<file path="src/pdm_pkg.sv">
// Shared widths, configuration register codes and the multiplier request word
// for the derivative-on-measurement PID block. No dependencies.
package pdm_pkg;

    localparam int DATA_W    = 32;
    localparam int ERR_W     = DATA_W + 1;
    localparam int LIM_W     = DATA_W - 1;
    localparam int DT_W      = 16;
    localparam int FRAC_W    = 16;
    localparam int MUL_DIG_W = 4;
    localparam int MUL_STEPS = DATA_W / MUL_DIG_W;
    localparam int MUL_CNT_W = $clog2(MUL_STEPS);
    localparam int PROD_W    = ERR_W + DATA_W;
    localparam int DIV_W     = 2 * DATA_W;
    localparam int DIV_STEPS = DIV_W / 2;
    localparam int DIV_CNT_W = $clog2(DIV_STEPS);
    localparam int CFG_IDX_W = 3;

    localparam logic [DT_W-1:0] DT_FLOOR = DT_W'(7);

    typedef enum logic [CFG_IDX_W-1:0] {
        CFG_GAIN_P      = 3'd0,
        CFG_GAIN_I      = 3'd1,
        CFG_GAIN_D      = 3'd2,
        CFG_OUT_LIMIT   = 3'd3,
        CFG_INTEG_LIMIT = 3'd4
    } cfg_idx_t;

    typedef struct packed {
        logic              start;
        logic [ERR_W-1:0]  mcand;
        logic [DATA_W-1:0] mplier;
    } mul_req_t;

endpackage

</file>
<file path="src/pdm_mul.sv">
// Serial-parallel magnitude multiplier, one 4-bit multiplier digit per cycle.
// Depends on pdm_pkg.
module pdm_mul (
    input  logic                     clk,
    input  logic                     rst_n,
    input  pdm_pkg::mul_req_t        req,
    output logic                     done,
    output logic [pdm_pkg::PROD_W-1:0] prod
);
    import pdm_pkg::*;

    localparam int ACC_W = ERR_W + MUL_DIG_W;

    logic [ERR_W-1:0]     mcand_reg;
    logic [ERR_W-1:0]     hi_reg;
    logic [DATA_W-1:0]    lo_reg;
    logic [MUL_CNT_W-1:0] cnt_reg;
    logic                 busy_reg;
    logic                 done_reg;
    logic [ACC_W-1:0]     acc;

    assign acc  = ACC_W'(hi_reg) + ACC_W'(mcand_reg) * ACC_W'(lo_reg[MUL_DIG_W-1:0]);
    assign done = done_reg;
    assign prod = {hi_reg, lo_reg};

    always_ff @(posedge clk or negedge rst_n)
    begin
        if (!rst_n)
        begin
            busy_reg <= 1'b0;
            done_reg <= 1'b0;
            cnt_reg  <= '0;
        end
        else
        begin
            done_reg <= 1'b0;
            if (req.start)
            begin
                busy_reg <= 1'b1;
                cnt_reg  <= MUL_CNT_W'(MUL_STEPS - 1);
            end
            else if (busy_reg)
            begin
                if (cnt_reg == '0)
                begin
                    busy_reg <= 1'b0;
                    done_reg <= 1'b1;
                end
                else
                begin
                    cnt_reg <= cnt_reg - 1'b1;
                end
            end
        end
    end

    // shift the product right one digit per step
    always_ff @(posedge clk)
    begin
        if (req.start)
        begin
            mcand_reg <= req.mcand;
            hi_reg    <= '0;
            lo_reg    <= req.mplier;
        end
        else if (busy_reg)
        begin
            hi_reg <= acc[ACC_W-1:MUL_DIG_W];
            lo_reg <= {acc[MUL_DIG_W-1:0], lo_reg[DATA_W-1:MUL_DIG_W]};
        end
    end

endmodule

</file>
<file path="src/pdm_div.sv">
// Restoring divider of a 64-bit magnitude by the 16-bit step time,
// two quotient bits per cycle. Depends on pdm_pkg.
module pdm_div (
    input  logic                      clk,
    input  logic                      rst_n,
    input  logic                      start,
    input  logic [pdm_pkg::DIV_W-1:0] dividend,
    input  logic [pdm_pkg::DT_W-1:0]  divisor,
    output logic                      busy,
    output logic [pdm_pkg::DIV_W-1:0] quotient
);
    import pdm_pkg::*;

    logic [DT_W-1:0]      rem_reg;
    logic [DT_W-1:0]      dvs_reg;
    logic [DIV_W-1:0]     quo_reg;
    logic [DIV_CNT_W-1:0] cnt_reg;
    logic                 busy_reg;
    logic [DT_W:0]        step_a;
    logic [DT_W:0]        step_b;

    // returns {quotient bit, new remainder}
    function automatic logic [DT_W:0] div_step(input logic [DT_W-1:0] rem,
                                               input logic            b_in,
                                               input logic [DT_W-1:0] dvs);
        logic [DT_W:0] t;
        logic [DT_W:0] d;
        t = {rem, b_in};
        d = {1'b0, dvs};
        if (t >= d)
            div_step = {1'b1, DT_W'(t - d)};
        else
            div_step = {1'b0, t[DT_W-1:0]};
    endfunction

    assign step_a   = div_step(rem_reg, quo_reg[DIV_W-1], dvs_reg);
    assign step_b   = div_step(step_a[DT_W-1:0], quo_reg[DIV_W-2], dvs_reg);
    assign busy     = busy_reg;
    assign quotient = quo_reg;

    always_ff @(posedge clk or negedge rst_n)
    begin
        if (!rst_n)
        begin
            busy_reg <= 1'b0;
            cnt_reg  <= '0;
        end
        else if (start)
        begin
            busy_reg <= 1'b1;
            cnt_reg  <= DIV_CNT_W'(DIV_STEPS - 1);
        end
        else if (busy_reg)
        begin
            if (cnt_reg == '0)
                busy_reg <= 1'b0;
            else
                cnt_reg <= cnt_reg - 1'b1;
        end
    end

    // dividend bits leave at the top, quotient bits enter at the bottom
    always_ff @(posedge clk)
    begin
        if (start)
        begin
            rem_reg <= '0;
            dvs_reg <= divisor;
            quo_reg <= dividend;
        end
        else if (busy_reg)
        begin
            rem_reg <= step_b[DT_W-1:0];
            quo_reg <= {quo_reg[DIV_W-3:0], step_a[DT_W], step_b[DT_W]};
        end
    end

endmodule

</file>
<file path="src/pid_deriv_on_measurement_unit.sv">
// Top level: PID controller in Q16.16 with derivative on measurement and
// integral clamp; sequencer, registers and output stage.
// Depends on pdm_pkg, pdm_mul and pdm_div.
//
// Usage
//   Input words (op, setpoint, measurement, step_time) enter on item_valid
//   while item_stall is low. One result word (drive) leaves per input word on
//   result_valid while result_stall is low. Registers are written on the cfg
//   channel (cfg_valid, cfg_ready always high, cfg_index, cfg_data) only while
//   the block is idle: a rule for the user that the block itself does not
//   enforce. Indexes beyond the register list are ignored. One word is worked
//   on at a time. The time per word is set by the first multiply on the
//   4-bit-digit shared multiplier followed by the divider, two quotient bits a
//   cycle, which runs alongside the other three multiplies. A clear word goes
//   straight to the output stage and gives 0.
//   The output register lets a new word be accepted while a result waits;
//   the sequencer holds a finished result until the output register is free.
//   Reset clears all configuration registers, the integral and the previous
//   measurement, and leaves result_valid low and item_stall low.
module pid_deriv_on_measurement_unit (
    input  logic                              clk,
    input  logic                              rst_n,
    input  logic                              item_valid,
    output logic                              item_stall,
    input  logic                              op,
    input  logic signed [pdm_pkg::DATA_W-1:0] setpoint,
    input  logic signed [pdm_pkg::DATA_W-1:0] measurement,
    input  logic [pdm_pkg::DT_W-1:0]          step_time,
    output logic                              result_valid,
    input  logic                              result_stall,
    output logic signed [pdm_pkg::DATA_W-1:0] drive,
    input  logic                              cfg_valid,
    output logic                              cfg_ready,
    input  logic [pdm_pkg::CFG_IDX_W-1:0]     cfg_index,
    input  logic [pdm_pkg::DATA_W-1:0]        cfg_data
);
    import pdm_pkg::*;

    localparam int TERM_W = PROD_W - FRAC_W;
    localparam int D_W    = DIV_W - 1;
    localparam int ISUM_W = ERR_W + 1;

    typedef enum logic [3:0] {
        S_IDLE,
        S_LOAD,
        S_MUL_D,
        S_MUL_P,
        S_MUL_INC,
        S_CLAMP_I,
        S_START_I,
        S_MUL_I,
        S_WAIT_DIV,
        S_SUM,
        S_FINISH
    } state_t;

    state_t state_reg;
    state_t state_next;

    logic signed [DATA_W-1:0] gain_p_reg;
    logic signed [DATA_W-1:0] gain_i_reg;
    logic signed [DATA_W-1:0] gain_d_reg;
    logic [LIM_W-1:0]         out_limit_reg;
    logic [LIM_W-1:0]         integ_limit_reg;

    logic signed [DATA_W-1:0] integ_acc_reg;
    logic signed [DATA_W-1:0] last_meas_reg;
    logic                     result_valid_reg;
    logic signed [DATA_W-1:0] drive_reg;

    logic signed [ERR_W-1:0]  err_reg;
    logic signed [ERR_W-1:0]  dm_reg;
    logic [DT_W-1:0]          dt_reg;
    logic signed [TERM_W-1:0] p_reg;
    logic signed [TERM_W-1:0] i_reg;
    logic signed [ERR_W-1:0]  incr_reg;
    logic signed [D_W-1:0]    d_reg;
    logic signed [DIV_W-1:0]  sum_reg;

    logic                     accept;
    logic                     out_free;
    logic [DT_W-1:0]          dt_floored;
    logic [ERR_W-1:0]         err_mag;
    logic [ERR_W-1:0]         dm_mag;
    logic [DATA_W-1:0]        gp_mag;
    logic [DATA_W-1:0]        gi_mag;
    logic [DATA_W-1:0]        gd_mag;
    logic [DATA_W-1:0]        integ_mag;

    mul_req_t                 mul_req;
    logic                     mul_done;
    logic [PROD_W-1:0]        mul_prod;
    logic [TERM_W-1:0]        prod_hi;
    logic                     div_start;
    logic                     div_busy;
    logic [DIV_W-1:0]         div_quo;

    logic signed [TERM_W-1:0] p_val;
    logic signed [TERM_W-1:0] i_val;
    logic signed [ERR_W-1:0]  incr_val;
    logic signed [D_W-1:0]    d_val;
    logic [D_W-1:0]           d_mag;

    logic signed [ISUM_W-1:0] integ_sum;
    logic signed [ISUM_W-1:0] integ_lim;
    logic signed [DATA_W-1:0] integ_clamped;
    logic signed [DIV_W-1:0]  out_lim;
    logic signed [DATA_W-1:0] drive_clamped;

    function automatic logic [ERR_W-1:0] mag33(input logic [ERR_W-1:0] v);
        mag33 = v[ERR_W-1] ? (~v + 1'b1) : v;
    endfunction

    function automatic logic [DATA_W-1:0] mag32(input logic [DATA_W-1:0] v);
        mag32 = v[DATA_W-1] ? (~v + 1'b1) : v;
    endfunction

    assign accept     = item_valid && !item_stall;
    assign out_free   = !result_valid_reg || !result_stall;
    assign item_stall = (state_reg != S_IDLE);
    assign cfg_ready  = 1'b1;
    assign result_valid = result_valid_reg;
    assign drive      = drive_reg;

    assign dt_floored = (step_time < DT_FLOOR) ? DT_FLOOR : step_time;

    assign err_mag   = mag33(err_reg);
    assign dm_mag    = mag33(dm_reg);
    assign gp_mag    = mag32(gain_p_reg);
    assign gi_mag    = mag32(gain_i_reg);
    assign gd_mag    = mag32(gain_d_reg);
    assign integ_mag = mag32(integ_acc_reg);

    assign prod_hi  = mul_prod[PROD_W-1:FRAC_W];
    assign p_val    = (gain_p_reg[DATA_W-1] ^ err_reg[ERR_W-1]) ? (~prod_hi + 1'b1) : prod_hi;
    assign i_val    = (gain_i_reg[DATA_W-1] ^ integ_acc_reg[DATA_W-1]) ?
                      (~prod_hi + 1'b1) : prod_hi;
    assign incr_val = err_reg[ERR_W-1] ? (~prod_hi[ERR_W-1:0] + 1'b1) : prod_hi[ERR_W-1:0];
    assign d_mag    = {1'b0, div_quo[D_W-2:0]};
    assign d_val    = (gain_d_reg[DATA_W-1] == dm_reg[ERR_W-1]) ? (~d_mag + 1'b1) : d_mag;

    assign integ_sum = {{(ISUM_W-DATA_W){integ_acc_reg[DATA_W-1]}}, integ_acc_reg}
                     + {incr_reg[ERR_W-1], incr_reg};
    assign integ_lim = {{(ISUM_W-LIM_W){1'b0}}, integ_limit_reg};
    assign out_lim   = {{(DIV_W-LIM_W){1'b0}}, out_limit_reg};

    always_comb
    begin
        priority if (integ_sum > integ_lim)
            integ_clamped = integ_lim[DATA_W-1:0];
        else if (integ_sum < -integ_lim)
            integ_clamped = DATA_W'(-integ_lim);
        else
            integ_clamped = integ_sum[DATA_W-1:0];
    end

    always_comb
    begin
        priority if (sum_reg > out_lim)
            drive_clamped = out_lim[DATA_W-1:0];
        else if (sum_reg < -out_lim)
            drive_clamped = DATA_W'(-out_lim);
        else
            drive_clamped = sum_reg[DATA_W-1:0];
    end

    // steer operands of the shared multiplier
    always_comb
    begin
        mul_req.start  = 1'b0;
        mul_req.mcand  = err_mag;
        mul_req.mplier = gp_mag;
        unique case (state_reg)
            S_LOAD:
            begin
                mul_req.start  = 1'b1;
                mul_req.mcand  = dm_mag;
                mul_req.mplier = gd_mag;
            end
            S_MUL_D:
            begin
                mul_req.start = mul_done;
            end
            S_MUL_P:
            begin
                mul_req.start  = mul_done;
                mul_req.mplier = DATA_W'(dt_reg);
            end
            S_START_I:
            begin
                mul_req.start  = 1'b1;
                mul_req.mcand  = ERR_W'(integ_mag);
                mul_req.mplier = gi_mag;
            end
            default:
            begin
            end
        endcase
    end

    assign div_start = (state_reg == S_MUL_D) && mul_done;

    pdm_mul u_mul (
        .clk   (clk),
        .rst_n (rst_n),
        .req   (mul_req),
        .done  (mul_done),
        .prod  (mul_prod)
    );

    pdm_div u_div (
        .clk      (clk),
        .rst_n    (rst_n),
        .start    (div_start),
        .dividend (mul_prod[DIV_W-1:0]),
        .divisor  (dt_reg),
        .busy     (div_busy),
        .quotient (div_quo)
    );

    always_comb
    begin
        state_next = state_reg;
        unique case (state_reg)
            S_IDLE:
            begin
                if (accept)
                    state_next = op ? S_FINISH : S_LOAD;
            end
            S_LOAD:     state_next = S_MUL_D;
            S_MUL_D:    if (mul_done) state_next = S_MUL_P;
            S_MUL_P:    if (mul_done) state_next = S_MUL_INC;
            S_MUL_INC:  if (mul_done) state_next = S_CLAMP_I;
            S_CLAMP_I:  state_next = S_START_I;
            S_START_I:  state_next = S_MUL_I;
            S_MUL_I:    if (mul_done) state_next = S_WAIT_DIV;
            S_WAIT_DIV: if (!div_busy) state_next = S_SUM;
            S_SUM:      state_next = S_FINISH;
            S_FINISH:   if (out_free) state_next = S_IDLE;
            default:    state_next = S_IDLE;
        endcase
    end

    always_ff @(posedge clk or negedge rst_n)
    begin
        if (!rst_n)
        begin
            state_reg        <= S_IDLE;
            result_valid_reg <= 1'b0;
            drive_reg        <= '0;
            integ_acc_reg    <= '0;
            last_meas_reg    <= '0;
        end
        else
        begin
            state_reg <= state_next;
            if ((state_reg == S_FINISH) && out_free)
            begin
                result_valid_reg <= 1'b1;
                drive_reg        <= drive_clamped;
            end
            else if (!result_stall)
            begin
                result_valid_reg <= 1'b0;
            end
            if (accept)
            begin
                last_meas_reg <= op ? '0 : measurement;
                if (op)
                    integ_acc_reg <= '0;
            end
            else if (state_reg == S_CLAMP_I)
            begin
                integ_acc_reg <= integ_clamped;
            end
        end
    end

    always_ff @(posedge clk)
    begin
        if (accept)
        begin
            err_reg <= {setpoint[DATA_W-1], setpoint} - {measurement[DATA_W-1], measurement};
            dm_reg  <= {measurement[DATA_W-1], measurement}
                     - {last_meas_reg[DATA_W-1], last_meas_reg};
            dt_reg  <= dt_floored;
            if (op)
                sum_reg <= '0;
        end
        if ((state_reg == S_MUL_P) && mul_done)
            p_reg <= p_val;
        if ((state_reg == S_MUL_INC) && mul_done)
            incr_reg <= incr_val;
        if ((state_reg == S_MUL_I) && mul_done)
            i_reg <= i_val;
        if ((state_reg == S_WAIT_DIV) && !div_busy)
            d_reg <= d_val;
        if (state_reg == S_SUM)
            sum_reg <= {{(DIV_W-TERM_W){p_reg[TERM_W-1]}}, p_reg}
                     + {{(DIV_W-TERM_W){i_reg[TERM_W-1]}}, i_reg}
                     + {d_reg[D_W-1], d_reg};
    end

    always_ff @(posedge clk or negedge rst_n)
    begin
        if (!rst_n)
        begin
            gain_p_reg      <= '0;
            gain_i_reg      <= '0;
            gain_d_reg      <= '0;
            out_limit_reg   <= '0;
            integ_limit_reg <= '0;
        end
        else if (cfg_valid && cfg_ready)
        begin
            unique case (cfg_idx_t'(cfg_index))
                CFG_GAIN_P:      gain_p_reg      <= cfg_data;
                CFG_GAIN_I:      gain_i_reg      <= cfg_data;
                CFG_GAIN_D:      gain_d_reg      <= cfg_data;
                CFG_OUT_LIMIT:   out_limit_reg   <= cfg_data[LIM_W-1:0];
                CFG_INTEG_LIMIT: integ_limit_reg <= cfg_data[LIM_W-1:0];
                default:
                begin
                end
            endcase
        end
    end

endmodule

</file>
<file path="config.mk">
export PLATFORM = sky130hd
export DESIGN_NAME = pid_deriv_on_measurement_unit
export DESIGN_NICKNAME = d
export VERILOG_FILES = /design/src/pdm_pkg.sv /design/src/pdm_mul.sv /design/src/pdm_div.sv /design/src/pid_deriv_on_measurement_unit.sv
export SDC_FILE = /design/constraint.sdc
export NUM_CORES = 2
export LEC_CHECK = 0
export BUFFER_PORTS_ARGS = -buffer_cell sky130_fd_sc_hd__buf_4
export CAP_MARGIN = 25
export CORE_MARGIN = 5
export CORE_UTILIZATION = 30
export CTS_BUF_LIST = sky130_fd_sc_hd__clkbuf_16
export CTS_CLUSTER_DIAMETER = 120
export DETAILED_ROUTE_END_ITERATION = 10
export GPL_TIMING_DRIVEN = 0
export PLACE_DENSITY_LB_ADDON = 0.3
export SLEW_MARGIN = 25
export SYNTH_ARGS = -nofsm -noshare
export SYNTH_HDL_FRONTEND = slang
export SYNTH_SLANG_ARGS = --single-unit
export TNS_END_PERCENT = 1
</file>
<file path="constraint.sdc">
create_clock -name clk -period 9.08 [get_ports clk]
set_input_delay 1.816 -clock clk [delete_from_list [all_inputs] [get_ports clk]]
set_output_delay 1.816 -clock clk [all_outputs]
set_load 0.01 [all_outputs]
</file>
==> results.cfg <==
[outcome]
status = finished clean

[timing]
worst_slack_ps = 1240
setup_viol_count_final = 0
hold_violations = 0
finalCriticalPeriod_ps = 7840
fin_worst_skew_ps = 45.2
tightest_slew_ps = 1090
timing.slew.headroom_pct = 27.3
drv_slew = 0
rsz0062_at_grt = no
tns_ps = 0
hold_ws_ps = 472
min_period_over_period_pct = 86.4
fmax_mhz = 127

[die]
io_pins = 156
die_x_um = 451
die-area_um2 = 204000
die_y_um = 451
start_util_pct = 30.1
num_rows = 162
core_um2 = 194000

[route]
highest_layer = met5
drc_errors = 0
met2_length_um = 83900
route.met3.wl_um = 11600
postRouteAntennaNets = 0
wl_per_cell_um = 21.6
vias = 46700
vias_per_cell = 5.21
wl_met1_um = 87400
first_pass_iters = 6
finalWirelength_um = 193000
drt-initial-drc-count = 4007

[clocking]
clkTransAtPathRegs_ps = 60
cts_setup_buffers = 0
cts_buffers = 96
cts_max_level = 3
insertion_delay_ps = 720
root_buffer = clkbuf_16
cts.sinks = 804
cts.path.max_buffers = 3
cts_tree = built
cts_resized = 0
hold_buffers = 0

[final_layout]
instances_no_fill = 8969
num-fill-cells = 19800
final_common_cell = nand2_1
drive_above_1_share_pct = 8.52
areaGrowthSynthToFinish_pct = 13.7
nNetsFinal = 7036
most-common-layout-cells = 726 x nand2_1, 485 x edfxtp_1, 408 x xnor2_1, 408 x ha_1, 391 x o21ai_0
postLayoutCellArea_um2 = 66400
utilization_pct = 34.2

[placed_design]
placed_area_um2 = 63200
place_ws_ps = 1310
post-dp-hpwl_um = 157000
numPlacedInstances = 8787
io_buffers = 151
gp_congestion = 0.923

[critical_path]
setup.worst_path.start = out_limit_reg[2]
max_stage_delay_ps = 680
crit_top_cell = clkbuf_1
r2r-start = out_limit_reg[2]
worst-path-buf-inv = 4
required_ps = 9680
critPathMaxFanout = 10
worstPathCellList = nor3_1 > nand4_1 > or4_1 > clkbuf_1 > or4_1 > clkbuf_1 > or4_4 > nor3_4 > nand3_1 > xnor2_1 > ha_1 > nand4_1 > nor2_1 > nand2_1 > nor4_1 > a21oi_1 > a41oi_1 > o311ai_0 > a2111oi_2 > buf_2 > or2_2 > clkbuf_1 > o21ai_0 > a221o_1
worstSetupEndpointType = register
path_delay_family = simple AND/OR/NAND/NOR gates
path_class = register to register
arrival_ps = 8440
slowest_stage = nor3_1
cp-start-kind = register

[synth]
postSynthCellCount = 6066
ys_types = 89
synth-seq-area-share_pct = 38.2
synth-seq-cells = 804
ys_warn_count = 0
synth_nets = 6758
netlist_area_um2 = 58400
synth-main-ff-cell = edfxtp_1
synth_area_per_cell_um2 = 9.63
synth_edf_count = 485
async_flop_share_pct = 33.6

[global_route]
grtUsageTotal_pct = 18.5
grt_pass1_vias = 46100
overflow = 0
grt_start_max_net_pins = 89
antenna_found_initial = 14
grt_pass1_wl_um = 291000

[power]
p_per_area_nw_per_um2 = 401
p_leak_nw = 27.1
irDropWorstVdd_v = 0.000364
design_power_total_mw = 26.6

[min_path]
hp-class = register to register
min_from = last_meas_reg[5]

[flow_run]
drv_cap = 0
==> synth_stat cells (56+ instances only) <==
| cell | n | area [um2] |
|---|---|---|
| o31ai_1 | 113 | 848 |
| ha_1 | 408 | 5100 |
| dfrtp_1 | 270 | 6760 |
| xor2_1 | 214 | 1870 |
| clkbuf_1 | 258 | 968 |
| xnor2_1 | 408 | 3570 |
| nor3_1 | 100 | 500 |
| mux2i_1 | 82 | 821 |
| edfxtp_1 | 485 | 14600 |
| mux2_2 | 142 | 1600 |
| a21o_1 | 132 | 991 |
| and2_1 | 56 | 350 |
| o21ai_0 | 392 | 1960 |
| a21oi_1 | 339 | 1700 |
| fa_1 | 163 | 3260 |
| nand2b_1 | 64 | 400 |
| nor2_1 | 365 | 1370 |
| or3_1 | 69 | 432 |
| nand2_1 | 726 | 2730 |
| nand3_1 | 80 | 400 |
| inv_1 | 360 | 1350 |
| nor2b_1 | 75 | 469 |
| nand4_1 | 63 | 394 |
==> worst min-delay path: cells and delay by family (launching register included) <==
family	cells	cell delay, ps
compound gates	1	50
flops	1	340
simple gates	1	50
==> layer usage <==
metal / global-route usage (%) / up-vias
met5: 0 / -
met2: 28.7 / 1513
li1: - / 22200
met4: 8.81 / 4
met1: 25.6 / 22700
met3: 2.52 / 329
==> cells by family (layout without fill, tap and decap cells) <==
| logic type | after synthesis | after routing | synth area share (%) |
|---|---|---|---|
| xor+xnor | 622 | 622 | 9.33 |
| simple gates | 1816 | 1816 | 14.8 |
| mux | 224 | 224 | 4.14 |
| compound gates | 1387 | 1387 | 15.0 |
| flops | 804 | 804 | 38.2 |
| other cells | 1 | 5 | 0.00642 |
| buf+inv | 641 | 998 | 4.15 |
| fa+ha+maj | 571 | 571 | 14.3 |
==> power breakdown <==
part	internal, mW	switching [mW]	total [mW]
Sequential	5.31	0.993	6.30
Combinational	6.68	9.76	16.4
Clock	2.25	1.62	3.87
==> path summary, 6_finish.rpt <==
check | end | slack [ps] | cells after the start
min in group asynchronous | drive[0] | 980 | 1
hold reg to reg | last_meas_reg[5] | 470 | 2
max in group asynchronous | last_meas_reg[29] | 6370 | 4
setup / recovery | drive[8] | 1240 | 24
setup reg to reg | drive[8] | 1240 | 24
hold / removal | last_meas_reg[5] | 470 | 2
==> area by class of cell <==
| type | instances | area [um2] | area share [%] |
|---|---|---|---|
| buffer | 279 | 1070 | 1.62 |
| timing repair buffer | 180 | 1590 | 2.39 |
| sequential | 804 | 22300 | 33.6 |
| clock buffer | 98 | 2450 | 3.69 |
| antenna | 4 | 10.0 | 0.0151 |
| tap | 2542 | 3180 | 4.79 |
| clock inverter | 79 | 697 | 1.05 |
| inverter | 362 | 1370 | 2.06 |
| multi-input combinational | 4621 | 33700 | 50.8 |
Power figures use the tool's default switching activity.
